File: src/hw/rtl/fsrc_pkg.sv
`default_nettype none
// ----------------------------------------------------------------------------
// fsrc_pkg
// Shared types, constants and the CRC16-CCITT byte update for the framed
// serial receiver.
// ----------------------------------------------------------------------------
package fsrc_pkg;

   localparam logic [15:0] CRC_INIT = 16'hFFFF;
   localparam logic [15:0] CRC_POLY = 16'h1021;

   localparam logic [7:0] START_FIRST_RESET  = 8'hAA;
   localparam logic [7:0] START_SECOND_RESET = 8'h55;
   localparam logic [7:0] EXPECTED_TYPE_RESET = 8'h00;
   localparam logic [8:0] EXPECTED_LEN_RESET = 9'd0;
   localparam logic       ACK_ENABLE_RESET = 1'b1;

   localparam int CSR_INDEX_W = 3;
   localparam int CSR_DATA_W  = 9;

   localparam logic [CSR_INDEX_W-1:0] CSR_START_FIRST  = 3'd0;
   localparam logic [CSR_INDEX_W-1:0] CSR_START_SECOND = 3'd1;
   localparam logic [CSR_INDEX_W-1:0] CSR_EXPECTED_TYPE = 3'd2;
   localparam logic [CSR_INDEX_W-1:0] CSR_EXPECTED_LEN = 3'd3;
   localparam logic [CSR_INDEX_W-1:0] CSR_ACK_ENABLE = 3'd4;

   localparam logic [2:0] HDR_SEQ    = 3'd0;
   localparam logic [2:0] HDR_TS0    = 3'd1;
   localparam logic [2:0] HDR_TS1    = 3'd2;
   localparam logic [2:0] HDR_TS2    = 3'd3;
   localparam logic [2:0] HDR_TS3    = 3'd4;
   localparam logic [2:0] HDR_TYPE   = 3'd5;
   localparam logic [2:0] HDR_LEN_LO = 3'd6;
   localparam logic [2:0] HDR_LEN_HI = 3'd7;

   localparam logic KIND_PAYLOAD = 1'b0;
   localparam logic KIND_VERDICT = 1'b1;

   localparam logic [8:0] LEN_SATURATED = 9'd511;

   typedef enum logic [1:0] {
      STATUS_OK       = 2'd0,
      STATUS_CRC_ERR  = 2'd1,
      STATUS_BAD_TYPE = 2'd2,
      STATUS_BAD_LEN  = 2'd3
   } status_type;

   typedef struct packed {
      logic [7:0] start_first;
      logic [7:0] start_second;
      logic [7:0] expected_type;
      logic [8:0] expected_len;
      logic       ack_enable;
   } cfg_type;

   typedef struct packed {
      logic        valid;
      logic        kind;
      logic [7:0]  payload_byte;
      logic [7:0]  payload_index;
      logic [7:0]  seq;
      logic [7:0]  frame_type;
      logic [8:0]  body_len;
      logic [31:0] timestamp;
      status_type  status;
      logic        ack_request;
   } rsp_type;

   function automatic logic [15:0] crc_add(input logic [15:0] crc, input logic [7:0] data);
      logic [15:0] c;
      c = crc ^ {data, 8'h00};
      for (int k = 0; k < 8; k++) begin
         if (c[15]) begin
            c = {c[14:0], 1'b0} ^ CRC_POLY;
         end else begin
            c = {c[14:0], 1'b0};
         end
      end
      return c;
   endfunction

   function automatic logic [8:0] sat_len(input logic [15:0] len);
      logic [8:0] r;
      if (len > 16'(LEN_SATURATED)) begin
         r = LEN_SATURATED;
      end else begin
         r = len[8:0];
      end
      return r;
   endfunction

endpackage
`default_nettype wire

File: src/hw/rtl/framed_serial_receiver_crc16_top.sv
`default_nettype none
// ----------------------------------------------------------------------------
// framed_serial_receiver_crc16_top
// Framed serial receiver with CRC16-CCITT frame check.
//
// Received bytes enter on the req channel, one transaction per byte. Results
// leave on the rsp channel: a payload byte transaction for every payload byte,
// and one verdict transaction at the end of each frame (after the high CRC
// byte, or right after the header when the length is oversized).
// A byte accepted into the input register is parsed while it is held there,
// and its result is registered in the result register, which drives rsp. One
// byte is accepted in every cycle while rsp_stall is not holding back a valid
// result; the parser's byte-wide CRC update is combinational.
// When the receiver stalls, the result register holds its transaction and the
// parser stops; req_stall rises as soon as the input register holds a byte, so
// at most one more byte is taken while that register is empty. Configuration
// is written through the csr channel, which is always ready, and is expected
// only while the block is idle.
// Reset clears the channels, restores the register defaults and returns the
// parser to hunting for the first start byte.
// ----------------------------------------------------------------------------
module framed_serial_receiver_crc16_top #(
   parameter int MAX_BODY = 256
) (
   input  wire logic                             clock,
   input  wire logic                             reset,
   input  wire logic                             req_valid,
   output logic                                  req_stall,
   input  wire logic [7:0]                       req_rx_byte,
   output logic                                  rsp_valid,
   input  wire logic                             rsp_stall,
   output logic                                  rsp_kind,
   output logic [7:0]                            rsp_payload_byte,
   output logic [7:0]                            rsp_payload_index,
   output logic [7:0]                            rsp_seq,
   output logic [7:0]                            rsp_frame_type,
   output logic [8:0]                            rsp_body_len,
   output logic [31:0]                           rsp_timestamp,
   output logic [1:0]                            rsp_status,
   output logic                                  rsp_ack_request,
   input  wire logic                             csr_valid,
   output logic                                  csr_ready,
   input  wire logic [fsrc_pkg::CSR_INDEX_W-1:0] csr_index,
   input  wire logic [fsrc_pkg::CSR_DATA_W-1:0]  csr_data
);
   import fsrc_pkg::*;

   cfg_type    cfg;
   rsp_type    res;
   rsp_type    rsp;
   logic       advance;
   logic       in_valid;
   logic [7:0] in_byte;

   fsrc_csr u_csr (
      .clock     (clock),
      .reset     (reset),
      .csr_valid (csr_valid),
      .csr_ready (csr_ready),
      .csr_index (csr_index),
      .csr_data  (csr_data),
      .cfg       (cfg)
   );

   fsrc_in_stage u_in_stage (
      .clock       (clock),
      .reset       (reset),
      .req_valid   (req_valid),
      .req_stall   (req_stall),
      .req_rx_byte (req_rx_byte),
      .advance     (advance),
      .in_valid    (in_valid),
      .in_byte     (in_byte)
   );

   fsrc_parser #(
      .MAX_BODY (MAX_BODY)
   ) u_parser (
      .clock   (clock),
      .reset   (reset),
      .step    (in_valid && advance),
      .rx_byte (in_byte),
      .cfg     (cfg),
      .res     (res)
   );

   fsrc_out_stage u_out_stage (
      .clock     (clock),
      .reset     (reset),
      .res       (res),
      .advance   (advance),
      .rsp_stall (rsp_stall),
      .rsp       (rsp)
   );

   assign rsp_valid = rsp.valid;
   assign rsp_kind = rsp.kind;
   assign rsp_payload_byte = rsp.payload_byte;
   assign rsp_payload_index = rsp.payload_index;
   assign rsp_seq = rsp.seq;
   assign rsp_frame_type = rsp.frame_type;
   assign rsp_body_len = rsp.body_len;
   assign rsp_timestamp = rsp.timestamp;
   assign rsp_status = rsp.status;
   assign rsp_ack_request = rsp.ack_request;

endmodule
`default_nettype wire

File: src/hw/rtl/fsrc_csr.sv
`default_nettype none
// ----------------------------------------------------------------------------
// fsrc_csr
// Configuration registers written through the csr write channel.
// ----------------------------------------------------------------------------
module fsrc_csr (
   input  wire logic                               clock,
   input  wire logic                               reset,
   input  wire logic                               csr_valid,
   output logic                                    csr_ready,
   input  wire logic [fsrc_pkg::CSR_INDEX_W-1:0]   csr_index,
   input  wire logic [fsrc_pkg::CSR_DATA_W-1:0]    csr_data,
   output fsrc_pkg::cfg_type                       cfg
);
   import fsrc_pkg::*;

   cfg_type cfg_ff;
   cfg_type cfg_in;

   assign csr_ready = 1'b1;
   assign cfg = cfg_ff;

   always_comb begin
      cfg_in = cfg_ff;
      if (csr_valid && csr_ready) begin
         case (csr_index)
            CSR_START_FIRST:   cfg_in.start_first = csr_data[7:0];
            CSR_START_SECOND:  cfg_in.start_second = csr_data[7:0];
            CSR_EXPECTED_TYPE: cfg_in.expected_type = csr_data[7:0];
            CSR_EXPECTED_LEN:  cfg_in.expected_len = csr_data[8:0];
            CSR_ACK_ENABLE:    cfg_in.ack_enable = csr_data[0];
            default: ;
         endcase
      end
   end

   always_ff @(posedge clock) begin
      if (reset) begin
         cfg_ff.start_first   <= START_FIRST_RESET;
         cfg_ff.start_second  <= START_SECOND_RESET;
         cfg_ff.expected_type <= EXPECTED_TYPE_RESET;
         cfg_ff.expected_len  <= EXPECTED_LEN_RESET;
         cfg_ff.ack_enable    <= ACK_ENABLE_RESET;
      end else begin
         cfg_ff <= cfg_in;
      end
   end

endmodule
`default_nettype wire

File: src/hw/rtl/fsrc_in_stage.sv
`default_nettype none
// ----------------------------------------------------------------------------
// fsrc_in_stage
// Input register for received bytes; stalls the sender while a held byte
// cannot move on to the parser.
// ----------------------------------------------------------------------------
module fsrc_in_stage (
   input  wire logic       clock,
   input  wire logic       reset,
   input  wire logic       req_valid,
   output logic            req_stall,
   input  wire logic [7:0] req_rx_byte,
   input  wire logic       advance,
   output logic            in_valid,
   output logic [7:0]      in_byte
);

   logic       valid_ff;
   logic       valid_in;
   logic [7:0] byte_ff;
   logic [7:0] byte_in;
   logic       take;

   assign req_stall = valid_ff && !advance;
   assign take = req_valid && !req_stall;
   assign in_valid = valid_ff;
   assign in_byte = byte_ff;

   always_comb begin
      valid_in = valid_ff;
      byte_in = byte_ff;
      if (take) begin
         valid_in = 1'b1;
         byte_in = req_rx_byte;
      end else if (advance) begin
         valid_in = 1'b0;
      end
   end

   always_ff @(posedge clock) begin
      if (reset) begin
         valid_ff <= 1'b0;
      end else begin
         valid_ff <= valid_in;
      end
      byte_ff <= byte_in;
   end

endmodule
`default_nettype wire

File: src/hw/rtl/fsrc_parser.sv
`default_nettype none
// ----------------------------------------------------------------------------
// fsrc_parser
// Frame state machine: start byte hunt, header capture, payload pass-through,
// running CRC16-CCITT and the frame verdict.
// ----------------------------------------------------------------------------
module fsrc_parser #(
   parameter int MAX_BODY = 256
) (
   input  wire logic              clock,
   input  wire logic              reset,
   input  wire logic              step,
   input  wire logic [7:0]        rx_byte,
   input  wire fsrc_pkg::cfg_type cfg,
   output fsrc_pkg::rsp_type      res
);
   import fsrc_pkg::*;

   localparam int OFF_W = $clog2(MAX_BODY + 1);

   typedef enum logic [2:0] {
      ST_HUNT1,
      ST_HUNT2,
      ST_HEADER,
      ST_PAYLOAD,
      ST_CRC_LO,
      ST_CRC_HI
   } state_type;

   state_type        state_ff, state_in;
   logic [2:0]       hdr_idx_ff, hdr_idx_in;
   logic [OFF_W-1:0] off_ff, off_in;
   logic [7:0]       seq_ff, seq_in;
   logic [31:0]      timestamp_ff, timestamp_in;
   logic [7:0]       type_ff, type_in;
   logic [15:0]      length_ff, length_in;
   logic [15:0]      crc_ff, crc_in;
   logic [7:0]       crc_low_ff, crc_low_in;
   logic [15:0]      crc_next;
   logic [15:0]      len_new;

   always_comb begin
      state_in = state_ff;
      hdr_idx_in = hdr_idx_ff;
      off_in = off_ff;
      seq_in = seq_ff;
      timestamp_in = timestamp_ff;
      type_in = type_ff;
      length_in = length_ff;
      crc_in = crc_ff;
      crc_low_in = crc_low_ff;
      crc_next = crc_add(crc_ff, rx_byte);
      len_new = {rx_byte, length_ff[7:0]};
      res = '0;
      if (step) begin
         case (state_ff)
            ST_HUNT1: begin
               if (rx_byte == cfg.start_first) begin
                  state_in = ST_HUNT2;
               end
            end
            ST_HUNT2: begin
               if (rx_byte == cfg.start_second) begin
                  state_in = ST_HEADER;
                  crc_in = CRC_INIT;
                  hdr_idx_in = HDR_SEQ;
               end else begin
                  state_in = ST_HUNT1;
               end
            end
            ST_HEADER: begin
               crc_in = crc_next;
               hdr_idx_in = hdr_idx_ff + 3'd1;
               case (hdr_idx_ff)
                  HDR_SEQ:    seq_in = rx_byte;
                  HDR_TS0:    timestamp_in[7:0] = rx_byte;
                  HDR_TS1:    timestamp_in[15:8] = rx_byte;
                  HDR_TS2:    timestamp_in[23:16] = rx_byte;
                  HDR_TS3:    timestamp_in[31:24] = rx_byte;
                  HDR_TYPE:   type_in = rx_byte;
                  HDR_LEN_LO: length_in = {8'h00, rx_byte};
                  HDR_LEN_HI: begin
                     length_in = len_new;
                     off_in = '0;
                     if (len_new > 16'(MAX_BODY)) begin
                        res.valid = 1'b1;
                        res.kind = KIND_VERDICT;
                        res.frame_type = type_ff;
                        res.body_len = sat_len(len_new);
                        res.timestamp = timestamp_ff;
                        res.status = STATUS_BAD_LEN;
                        res.ack_request = cfg.ack_enable;
                        state_in = ST_HUNT1;
                        crc_in = CRC_INIT;
                     end else if (len_new == 16'd0) begin
                        state_in = ST_CRC_LO;
                     end else begin
                        state_in = ST_PAYLOAD;
                     end
                  end
                  default: ;
               endcase
            end
            ST_PAYLOAD: begin
               crc_in = crc_next;
               off_in = off_ff + 1'b1;
               res.valid = 1'b1;
               res.kind = KIND_PAYLOAD;
               res.payload_byte = rx_byte;
               res.payload_index = 8'(off_ff);
               if (16'(off_ff) == length_ff - 16'd1) begin
                  state_in = ST_CRC_LO;
               end
            end
            ST_CRC_LO: begin
               crc_low_in = rx_byte;
               state_in = ST_CRC_HI;
            end
            ST_CRC_HI: begin
               res.valid = 1'b1;
               res.kind = KIND_VERDICT;
               res.seq = seq_ff;
               res.frame_type = type_ff;
               res.body_len = sat_len(length_ff);
               res.timestamp = timestamp_ff;
               res.ack_request = cfg.ack_enable;
               if ({rx_byte, crc_low_ff} != crc_ff) begin
                  res.status = STATUS_CRC_ERR;
               end else if (type_ff != cfg.expected_type) begin
                  res.status = STATUS_BAD_TYPE;
               end else if (cfg.expected_len != 9'd0 &&
                            length_ff != 16'(cfg.expected_len)) begin
                  res.status = STATUS_BAD_LEN;
               end else begin
                  res.status = STATUS_OK;
               end
               state_in = ST_HUNT1;
               crc_in = CRC_INIT;
            end
            default: state_in = ST_HUNT1;
         endcase
      end
   end

   always_ff @(posedge clock) begin
      if (reset) begin
         state_ff <= ST_HUNT1;
         hdr_idx_ff <= HDR_SEQ;
         off_ff <= '0;
         seq_ff <= 8'h00;
         timestamp_ff <= 32'h0;
         type_ff <= 8'h00;
         length_ff <= 16'h0;
         crc_ff <= CRC_INIT;
         crc_low_ff <= 8'h00;
      end else begin
         state_ff <= state_in;
         hdr_idx_ff <= hdr_idx_in;
         off_ff <= off_in;
         seq_ff <= seq_in;
         timestamp_ff <= timestamp_in;
         type_ff <= type_in;
         length_ff <= length_in;
         crc_ff <= crc_in;
         crc_low_ff <= crc_low_in;
      end
   end

   a_payload_in_range: assert property (@(posedge clock) disable iff (reset)
      state_ff == ST_PAYLOAD |-> 16'(off_ff) < length_ff)
      else $error("payload offset ran past the header length");

   a_payload_only_in_payload: assert property (@(posedge clock) disable iff (reset)
      res.valid && res.kind == KIND_PAYLOAD |-> state_ff == ST_PAYLOAD)
      else $error("payload transaction produced outside the payload phase");

   a_crc_seeded: assert property (@(posedge clock) disable iff (reset)
      step && state_ff == ST_HUNT2 && rx_byte == cfg.start_second
      |=> crc_ff == CRC_INIT && state_ff == ST_HEADER)
      else $error("CRC not seeded at frame start");

   a_verdict_ends_frame: assert property (@(posedge clock) disable iff (reset)
      res.valid && res.kind == KIND_VERDICT |=> state_ff == ST_HUNT1)
      else $error("receiver did not return to hunting after a verdict");

endmodule
`default_nettype wire

File: src/hw/rtl/fsrc_out_stage.sv
`default_nettype none
// ----------------------------------------------------------------------------
// fsrc_out_stage
// Result register; holds a transaction while the receiver stalls and tells
// the parser when it may advance.
// ----------------------------------------------------------------------------
module fsrc_out_stage (
   input  wire logic              clock,
   input  wire logic              reset,
   input  wire fsrc_pkg::rsp_type res,
   output logic                   advance,
   input  wire logic              rsp_stall,
   output fsrc_pkg::rsp_type      rsp
);
   import fsrc_pkg::*;

   rsp_type rsp_ff;
   rsp_type rsp_in;

   assign advance = !rsp_ff.valid || !rsp_stall;
   assign rsp = rsp_ff;

   always_comb begin
      rsp_in = rsp_ff;
      if (advance) begin
         rsp_in = res;
      end
   end

   always_ff @(posedge clock) begin
      if (reset) begin
         rsp_ff.valid <= 1'b0;
      end else begin
         rsp_ff.valid <= rsp_in.valid;
      end
      rsp_ff.kind <= rsp_in.kind;
      rsp_ff.payload_byte <= rsp_in.payload_byte;
      rsp_ff.payload_index <= rsp_in.payload_index;
      rsp_ff.seq <= rsp_in.seq;
      rsp_ff.frame_type <= rsp_in.frame_type;
      rsp_ff.body_len <= rsp_in.body_len;
      rsp_ff.timestamp <= rsp_in.timestamp;
      rsp_ff.status <= rsp_in.status;
      rsp_ff.ack_request <= rsp_in.ack_request;
   end

endmodule
`default_nettype wire
File: config.mk
export PLATFORM = sky130hd
export DESIGN_NAME = framed_serial_receiver_crc16_top
export DESIGN_NICKNAME = d
export VERILOG_FILES = /design/src/hw/rtl/fsrc_pkg.sv /design/src/hw/rtl/framed_serial_receiver_crc16_top.sv /design/src/hw/rtl/fsrc_csr.sv /design/src/hw/rtl/fsrc_in_stage.sv /design/src/hw/rtl/fsrc_parser.sv /design/src/hw/rtl/fsrc_out_stage.sv
export SDC_FILE = /design/constraint.sdc
export NUM_CORES = 1
export LEC_CHECK = 0
export BUFFER_PORTS_ARGS = -buffer_cell sky130_fd_sc_hd__buf_2
export CAP_MARGIN = 15
export CORE_MARGIN = 5
export CORE_UTILIZATION = 55
export DETAILED_ROUTE_END_ITERATION = 12
export GPL_TIMING_DRIVEN = 0
export HOLD_SLACK_MARGIN = 0.15
export PLACE_DENSITY = 0.73
export SLEW_MARGIN = 10
export SYNTH_ARGS = -nofsm -noshare
export SYNTH_HDL_FRONTEND = slang
export SYNTH_HIERARCHICAL = 1
export SYNTH_SLANG_ARGS = --single-unit
File: constraint.sdc
create_clock -name clock -period 10.9 [get_ports clock]
set_input_delay 1.09 -clock clock [delete_from_list [all_inputs] [get_ports clock]]
set_output_delay 1.09 -clock clock [all_outputs]
set_load 0.02 [all_outputs]
=== Word level (Yosys, flattened, before mapping) ===
Index checks and enable logic that the tools add are counted.
W data, S select, Z words.

* Flip-flop bits (word level): 224
* Bits of input ports: 25
* Output and inout port bits: 80
* Logic and storage cells: 151

* Add/subtract/negate cells: 3
* Magnitude comparators: 3
* Equality and inequality tests: 26
* Mux-type cells: 40
* Bitwise gates (word level): 10
* Reduce and logical (&&, ||, !) cells: 39

{| class="wikitable"
|+ Operators by type and width
! operator !! number
|-
| $mux W13 || 8
|-
| $mux W52 || 2
|-
| $pmux W52 S2 || 1
|-
| $mux W78 || 1
|-
| $mux W16 || 4
|-
| $pmux W16 S4 || 1
|-
| $gt A16 B9 Y1 const B || 3
|-
| $pmux W16 S2 || 1
|-
| $reduce_and A3 Y1 || 10
|-
| $mux W9 || 3
|-
| $not A3 Y3 || 8
|-
| $eq A3 B3 Y1 const B || 7
|-
| $eq A3 B2 Y1 const B || 6
|-
| $mux W3 || 6
|-
| $pmux W9 S2 || 1
|-
| $eq A8 B8 Y1 || 2
|-
| $eq A9 B16 Y1 || 1
|-
| $logic_not A16 Y1 || 1
|-
| $ne A16 B16 Y1 || 1
|-
| $ne A16 B9 Y1 || 1
|-
| $reduce_and A2 Y1 || 8
|-
| $sub A16 B1 Y16 const B || 1
|-
| $xor A16 B16 Y16 || 1
|-
| $pmux W3 S5 || 1
|-
| other kinds (20) || 42
|}

=== Logic depth before layout (Yosys ltp) ===
Gate-level depths: netlist of the first run.

* Depth in word-level cells: 20
* Mapped depth: 11
* Depth with buffers taken out: 9

=== By module ===
Netlist of the first run, hierarchy kept.

{| class="wikitable"
|+ By module, submodules not included
! module !! instances !! cells each !! area each (um2) !! sequential area each (um2)
|-
| fsrc_parser || 1 || 724 || 5830.6 || 2062.0
|-
| fsrc_out_stage || 1 || 81 || 2344.7 || 2332.2
|-
| fsrc_csr || 1 || 140 || 1466.4 || 680.7
|-
| fsrc_in_stage || 1 || 12 || 290.3 || 260.2
|-
| framed_serial_receiver_crc16_top || 1 || 1 || 6.3 || 0.0
|}

=== Worst setup path after synthesis of the first run ===
No wires, ideal clock.

* Path type: input-to-reg
* From: input port rsp_stall
* To: register u_parser.timestamp_ff[25]
* Setup time: 128 ps
* Arrival time: 4166 ps
* Required time: 10772 ps
* Setup slack: 6607 ps
* Cell stages on the path: 8
* Path buffers: 1
* Cell sequence: nand2_1 -> and2_1 -> nand2b_1 -> buf_2 -> nor2_2 -> nand3_1 -> mux2i_1 -> nor2_1

* Longest elaborated chain between the ends: 4

{| class="wikitable"
|+ RTL lines
! item !! line !! text
|-
| from (decl) || framed_serial_receiver_crc16_top.sv:31 || <nowiki>input wire logic rsp_stall,</nowiki>
|-
| $logic_not A1 Y1 || fsrc_out_stage.sv:20 || <nowiki>assign advance = !rsp_ff.valid || !rsp_stall;</nowiki>
|-
| $logic_or A1 B1 Y1 || fsrc_out_stage.sv:20 ||
|-
| $logic_and A1 B1 Y1 || framed_serial_receiver_crc16_top.sv:81 || <nowiki>.step (in_valid && advance),</nowiki>
|-
| $reduce_and A3 Y1 (no source line) || n/a ||
|-
| to (signal assigned) || fsrc_parser.sv:161 || <nowiki>timestamp_ff <= timestamp_in;</nowiki>
|-
| to (decl) || fsrc_parser.sv:34 || <nowiki>logic [31:0] timestamp_ff, timestamp_in;</nowiki>
|}

No other way between the ends.
A chain may end at the register's enable or synchronous reset.

=== Final worst setup path of the first run ===
* From: input port rsp_stall
* To: output port req_stall

* Longest elaborated chain between the ends: 4

{| class="wikitable"
|+ RTL lines
! item !! line !! text
|-
| $logic_not A1 Y1 || fsrc_out_stage.sv:20 ||
|-
| $logic_or A1 B1 Y1 || fsrc_out_stage.sv:20 ||
|-
| named net advance || framed_serial_receiver_crc16_top.sv:51 || <nowiki>logic advance;</nowiki>
|-
| $logic_not A1 Y1 || fsrc_in_stage.sv:24 || <nowiki>assign req_stall = valid_ff && !advance;</nowiki>
|-
| $logic_and A1 B1 Y1 || fsrc_in_stage.sv:24 ||
|-
| to (decl) || framed_serial_receiver_crc16_top.sv:28 || <nowiki>output logic req_stall,</nowiki>
|}

The timed path passes the listed nets, and every way through them passes these cells.

==> impl_metrics.tcl, run 1 <==
set metrics [dict create \
    detail-route-antenna-nets 0 \
    cts_tree "built" \
    rsz0062_at_grt "no" \
    vias_per_cell 5.578 \
    synth_edf_count 85 \
    post_cts_resized 0 \
    end_kind "primary output" \
    rows 49 \
    ir_worst_vdd_v 0.0001103 \
    hpwl_um 16440 \
    ys_seq_elements 224 \
    clkSinkCount 224 \
    crit_path_max_fanout 22 \
    fin_area_mm2 0.01148 \
    globalplace.congestion 0.8912 \
    setup-violations-final 0 \
    die_h_um 144.4 \
    p_int_mw 1.332 \
    ys_types 69 \
    cts_root_buf "clkbuf_16" \
    numPortBuffers 102 \
    leakagePower_nw 5.004 \
    clk_path_buf_depth 3 \
    max_freq_mhz 342.8 \
    p_per_area_mw_per_mm2 148.2 \
    finalHoldViolations 0 \
    antenna_found_initial 0 \
    worstSetupPathType "in -> out" \
    holdBufCountCts 0 \
    clock-skew-final_ps 14.10 \
    grt_pass1_vias 7119 \
    seq_area_frac_synth 0.5368 \
    cpMostUsedCell "buf_2" \
    n_fill_cell 1454 \
    htreeDepth 1 \
    worst_pin_slew_ps 848.0 \
    synth_ff_type "dfxtp_1" \
    max_cap_violations 0 \
    finalNetCount 1120 \
    fin_crit_sh 0.2676 \
    worstPathRequired_ps 9810 \
    core-area_mm2 0.01790 \
    drc 0 \
    start_util 0.5551 \
    switching_share 0.2168 \
    status "finished clean" \
    slowest_delay_ps 240 \
    setup_tns_ps 0 \
    p_comb_frac 0.049 \
    seq_area_mm2 0.005335 \
    route.vias.total 7435 \
    fp.dieW_um 144.4 \
    p_clk_frac 0.439 \
    syn_avg_cell_area_um2 10.37 \
    maxSlewHeadroom 0.4309 \
    hold_slack_ps 449.9 \
    cp_slowest_cell "nand2_4" \
    area_delta_synth_final_pct 15.52 \
    critPathLaunchType "primary input" \
    worstPathCellList "buf_2, nand2_4, nor2b_4, buf_2" \
    fin_crit_ps 2917 \
    grt_first_pass_wirelength_um 37500 \
    whs_path_depth 2 \
    syn_nets 992 \
    drtPass1Iterations 5 \
    routedWlPerCell_um 17.68 \
    yosysWarningCount 6 \
    multi_input_area_mm2 0.004213 \
    path_clk_slew_ps 60 \
    grt_start_max_net_pins 59 \
    p_seq_frac 0.513 \
    post_cts_buffers 0 \
    routed_wirelength_um 23570 \
    syn_inst 958 \
    netlist_area_mm2 0.009938 \
    place_area_mm2 0.01077 \
    layout-drive-gt1-share 0.1596 \
    drv_slew 0 \
    io_pins 105 \
    drt-initial-drc-count 451 \
    clock_latency_ps 500 \
    die_area_mm2 0.02086 \
    ff2ff_path_depth 9 \
    numCtsBuffers 23 \
    async_flop_share 0 \
    grt_util_all_layers 0.2245 \
    worstHoldPathType "reg -> reg" \
    switchingPower_uw 368.7 \
    grt_overflow_total 0 \
    cp.arrival_ps 1830 \
]
-- layout make-up --
type	instances	share of cell area
buffer	77	0.03041
clock inverter	12	0.009263
timing repair buffer	103	0.04686
clock buffer	30	0.05242
antenna	1	0.0002180
multi-input combinational	644	0.3669
tap	229	0.02496
sequential	224	0.4647
inverter	13	0.004250
-- path summary, 6_finish.rpt --
kind / from / slack, ps / end
worst max-delay path: rsp_stall / 7980 / req_stall
worst min-delay path: u_parser/seq_ff[0] / 450 / u_parser/seq_ff[0]
worst max register to register: u_parser/length_ff[0] / 8260 / u_out_stage/rsp[1]
worst min register to register: u_parser/seq_ff[0] / 450 / u_parser/seq_ff[0]
-- critical path, delay by kind of cell --
kind | cells | cell delay (ps)
buffers and inverters | 2 | 290
and+or+nand+nor | 2 | 440
-- routing by layer --
metal	track usage	share of wire
met3	0.03274	0.072
met2	0.3702	0.47
met1	0.3075	0.43
met4	0.07069	0.025
met5	0	0
-- sequential cells by signal (all words and copies together) (netlist names) --
| signal | flops |
|---|---|
| u_csr/cfg | 34 |
| u_in_stage/in_byte | 8 |
| u_in_stage/in_valid | 1 |
| u_out_stage/rsp | 78 |
| u_parser/crc_ff | 16 |
| u_parser/crc_low_ff | 8 |
| u_parser/hdr_idx_ff | 3 |
| u_parser/length_ff | 16 |
| u_parser/off_ff | 9 |
| u_parser/seq_ff | 8 |
| u_parser/state_ff | 3 |
| u_parser/timestamp_ff | 32 |
| u_parser/type_ff | 8 |
-- cell families (layout without fill, tap and decap cells) --
| kind of cell | count (synthesis) | count (layout) | share of synthesized area |
|---|---|---|---|
| flops | 224 | 224 | 0.5368 |
| fa+ha+maj | 9 | 9 | 0.01133 |
| buf+inv | 90 | 235 | 0.04004 |
| simple gates | 376 | 376 | 0.2038 |
| compound gates | 124 | 124 | 0.08246 |
| xor+xnor | 78 | 78 | 0.06874 |
| other cells | 1 | 2 | 0.0003773 |
| mux | 56 | 56 | 0.05640 |
-- cell usage after synthesis (3+ instances only) --
cell type / number / share of area
a211oi_1: 3 / 0.0023
a21oi_1: 64 / 0.032
nand3_1: 40 / 0.020
buf_6: 3 / 0.0034
xnor2_1: 42 / 0.037
a31oi_1: 5 / 0.0031
and3_1: 51 / 0.032
nand2b_1: 41 / 0.026
xor2_1: 36 / 0.032
a22oi_1: 9 / 0.0068
o21ai_0: 5 / 0.0025
nor3_1: 17 / 0.0086
nor2_1: 80 / 0.030
ha_1: 9 / 0.011
nand4b_1: 3 / 0.0026
nor2b_1: 4 / 0.0025
nand2_1: 76 / 0.029
mux2i_1: 56 / 0.056
clkbuf_1: 50 / 0.019
dfxtp_1: 139 / 0.28
o22a_1: 4 / 0.0035
o21ai_1: 3 / 0.0015
inv_1: 12 / 0.0045
edfxtp_1: 85 / 0.26
nor4_1: 7 / 0.0044
or3_1: 3 / 0.0019
buf_4: 4 / 0.0030
nand4_1: 15 / 0.0094
buf_2: 18 / 0.0091
a2bb2oi_1: 12 / 0.011
and2_1: 15 / 0.0094
-- cells in the final DEF, fill, tap and decap left out, types with 4 or more instances in the layout --
| cell type | Yosys | routed |
|---|---|---|
| buf_2 | 18 | 120 |
| o21ai_0 | 5 | 5 |
| nand2_1 | 76 | 75 |
| ha_1 | 9 | 9 |
| nand4_1 | 15 | 15 |
| and2_1 | 15 | 15 |
| nor4_1 | 7 | 7 |
| nand2b_1 | 41 | 41 |
| and3_1 | 51 | 51 |
| nor3_1 | 17 | 17 |
| clkbuf_1 | 50 | 57 |
| a21oi_1 | 64 | 64 |
| dfxtp_1 | 139 | 139 |
| a22oi_1 | 9 | 9 |
| nand3_1 | 40 | 40 |
| a31oi_1 | 5 | 5 |
| nor2b_1 | 4 | 4 |
| xor2_1 | 36 | 36 |
| clkinv_1 | 1 | 7 |
| nor2_1 | 80 | 80 |
| inv_1 | 12 | 12 |
| clkbuf_16 | 0 | 23 |
| mux2i_1 | 56 | 56 |
| o22a_1 | 4 | 4 |
| buf_4 | 4 | 4 |
| edfxtp_1 | 85 | 85 |
| a2bb2oi_1 | 12 | 12 |
| xnor2_1 | 42 | 42 |
-- per-stage QoR --
stage	worst slack, ps	utilization	std cells	total power, mW
after floorplan	6607	-	958	0.9429
after CTS	7962	0.6412	1332	1.715
final	7983	0.6413	1333	1.701
after global placement	5320	0.5997	1289	0.9710
after global routing	7906	0.6412	1332	1.760
after detailed placement	7569	0.6016	1290	0.9720
-- power by group through the flow --
stage | clock network, mW | logic, mW | registers, mW
finish | 0.746 | 0.0831 | 0.872
global route | 0.799 | 0.0889 | 0.872
CTS | 0.761 | 0.0822 | 0.872
detailed placement | 0 | 0.0820 | 0.890
global placement | 0 | 0.0810 | 0.890
floorplan | 0 | 0.0541 | 0.889
Note: power is estimated with default switching activity, not from simulation.
==> run 2: changes to the inputs <==
--- a/config.mk
+++ b/config.mk
@@ -8,11 +8,11 @@
 export BUFFER_PORTS_ARGS = -buffer_cell sky130_fd_sc_hd__buf_2
 export CAP_MARGIN = 15
 export CORE_MARGIN = 5
-export CORE_UTILIZATION = 55
+export CORE_UTILIZATION = 53
 export DETAILED_ROUTE_END_ITERATION = 12
 export GPL_TIMING_DRIVEN = 0
 export HOLD_SLACK_MARGIN = 0.15
-export PLACE_DENSITY = 0.73
+export PLACE_DENSITY = 0.74
 export SLEW_MARGIN = 10
 export SYNTH_ARGS = -nofsm -noshare
 export SYNTH_HDL_FRONTEND = slang
==> constraint.sdc (replaced) <==
create_clock -name clock -period 2.6 [get_ports clock]
set_input_delay 0.26 -clock clock [delete_from_list [all_inputs] [get_ports clock]]
set_output_delay 0.26 -clock clock [all_outputs]
set_load 0.02 [all_outputs]
==> run 2 against run 1 <==
Critical path type is now reg -> reg. Non-clock buffer count rose by 21. Register-to-register slack got worse by 8100 ps. Worst setup slack got worse by 7800 ps. Via count is 1.1% higher. Highest routed layer unchanged. Largest power group unchanged. Clock-buffer cell count up 5.
==> impl_metrics.tcl, run 2 (same netlist as run 1, synthesis figures left out) <==
set metrics [dict create \
    numPortBuffers 102 \
    worstHoldPathType "in -> reg" \
    p_per_area_mw_per_mm2 628.8 \
    start_util 0.5349 \
    routed_wirelength_um 24550 \
    core-area_mm2 0.01858 \
    cp.arrival_ps 2800 \
    worstSetupPathType "reg -> reg" \
    critPathLaunch "u_out_stage/rsp[77]" \
    max_freq_mhz 410.8 \
    place_area_mm2 0.01075 \
    status "finished clean" \
    clock-skew-final_ps 8.644 \
    end_kind "flip-flop" \
    antenna_found_initial 0 \
    clkSinkCount 224 \
    fp.dieW_um 146.9 \
    reg2reg_from "u_out_stage/rsp[77]" \
    io_pins 105 \
    cts_tree "built" \
    grt_overflow_total 0 \
    drt-initial-drc-count 631 \
    setup-violations-final 0 \
    globalplace.congestion 0.9367 \
    path_clk_slew_ps 60 \
    crit_path_max_fanout 40 \
    hpwl_um 16240 \
    final_common_cell "dfxtp_1" \
    grt_start_max_net_pins 41 \
    post_cts_buffers 0 \
    fin_crit_sh 0.9362 \
    finalNetCount 1143 \
    finalHoldViolations 0 \
    maxSlewHeadroom 0.3916 \
    place_ws_ps -493.5 \
    rsz0062_at_grt "no" \
    mostFrequentLayoutCells "138 x dfxtp_1, 120 x buf_2, 85 x edfxtp_1" \
    drc 0 \
    clk_path_buf_depth 3 \
    routedWlPerCell_um 18.03 \
    max_cap_violations 0 \
    largest_reg_flops 78 \
    leakagePower_nw 5.140 \
    antennaDiodeCount 0 \
    drtPass1Iterations 5 \
    ff2ff_path_depth 8 \
    n_fill_cell 1532 \
    detail-route-antenna-nets 0 \
    worst_pin_slew_ps 912.6 \
    critPathLaunchType "flip-flop" \
    grt_util_all_layers 0.2197 \
    fin_area_mm2 0.01184 \
    htreeDepth 1 \
    cts_root_buf "clkbuf_16" \
    numCtsBuffers 24 \
    area_delta_synth_final_pct 19.16 \
    die_area_mm2 0.02159 \
    worstHoldStart "rsp_stall" \
    grt_first_pass_wirelength_um 38450 \
    fin_crit_ps 2434 \
    die_h_um 146.9 \
    clock_latency_ps 510 \
    worstPathRequired_ps 2970 \
    drv_slew 0 \
    layout-drive-gt1-share 0.1713 \
    route.vias.total 7519 \
    grt_pass1_vias 7159 \
    whs_path_depth 3 \
    rows 50 \
    ir_worst_vdd_v 0.0005313 \
    setup_slack_ps 165.8 \
    vias_per_cell 5.525 \
]
==> run 2: final timing paths <==
path	to	slack (ps)
setup / recovery	u_parser/type_ff[7]	170
hold / removal	u_out_stage/rsp[77]	160
setup reg to reg	u_parser/type_ff[7]	170
hold reg to reg	u_parser/timestamp_ff[3]	450
==> run 2: cell type report <==
cell class                 count  area, µm²  share of cell area
buffer                        76      347.8             0.02937
timing repair buffer         125      740.7             0.06255
clock inverter                 9      75.07            0.006339
multi-input combinational    645       4267              0.3603
sequential                   224       5336              0.4506
inverter                      13      48.80            0.004120
tap                          234      292.8             0.02472
clock buffer                  35      734.5             0.06202
==> run 2: worst max-delay path, stage by stage, from the launching register on <==
cell and delay [ps]:
dfxtp_2 380, nand2_8 290, and2_1 360, nand2b_1 80
buf_2 200, nor2_2 270, nand3_2 350, mux2i_1 280
nor2_1 60
==> run 2: power by group <==
group	internal, mW	switching, mW	leakage (nW)
registers	3.64	0.0148	2.15
logic	0.140	0.243	2.59
clock network	2.06	1.35	0.401
==> run 2: metal layers <==
metal  part of all wire  GRT usage  wire length, µm
met1               0.44     0.2968            10710
met2               0.47     0.3676            11640
met3              0.067    0.04195             1642
met4              0.022    0.05452              548
met5                  0          0                0
==> run 2: timing repair <==
action / 4_1_cts / 5_1_grt
hold buffers: 23 / 0
gates resized for setup: 2 / 10
hold endpoints to repair: 34 / 0
gates cloned: 1 / 0
pin swaps: 1 / 0
endpoints found under the setup margin: 174 / 93
==> run 2: through the flow <==
step	setup TNS, ps	util	cells	hold WS, ps	total power [mW]
2_1_floorplan	0	-	958	332.4	3.953
3_3_place_gp	-33980	0.5785	1294	437.3	4.074
3_5_place_dp	-45450	0.5785	1294	438.1	4.078
4_1_cts	0	0.6356	1361	160.2	7.493
5_1_grt	0	0.6374	1361	172.5	7.676
6_report	0	0.6374	1361	164.0	7.446
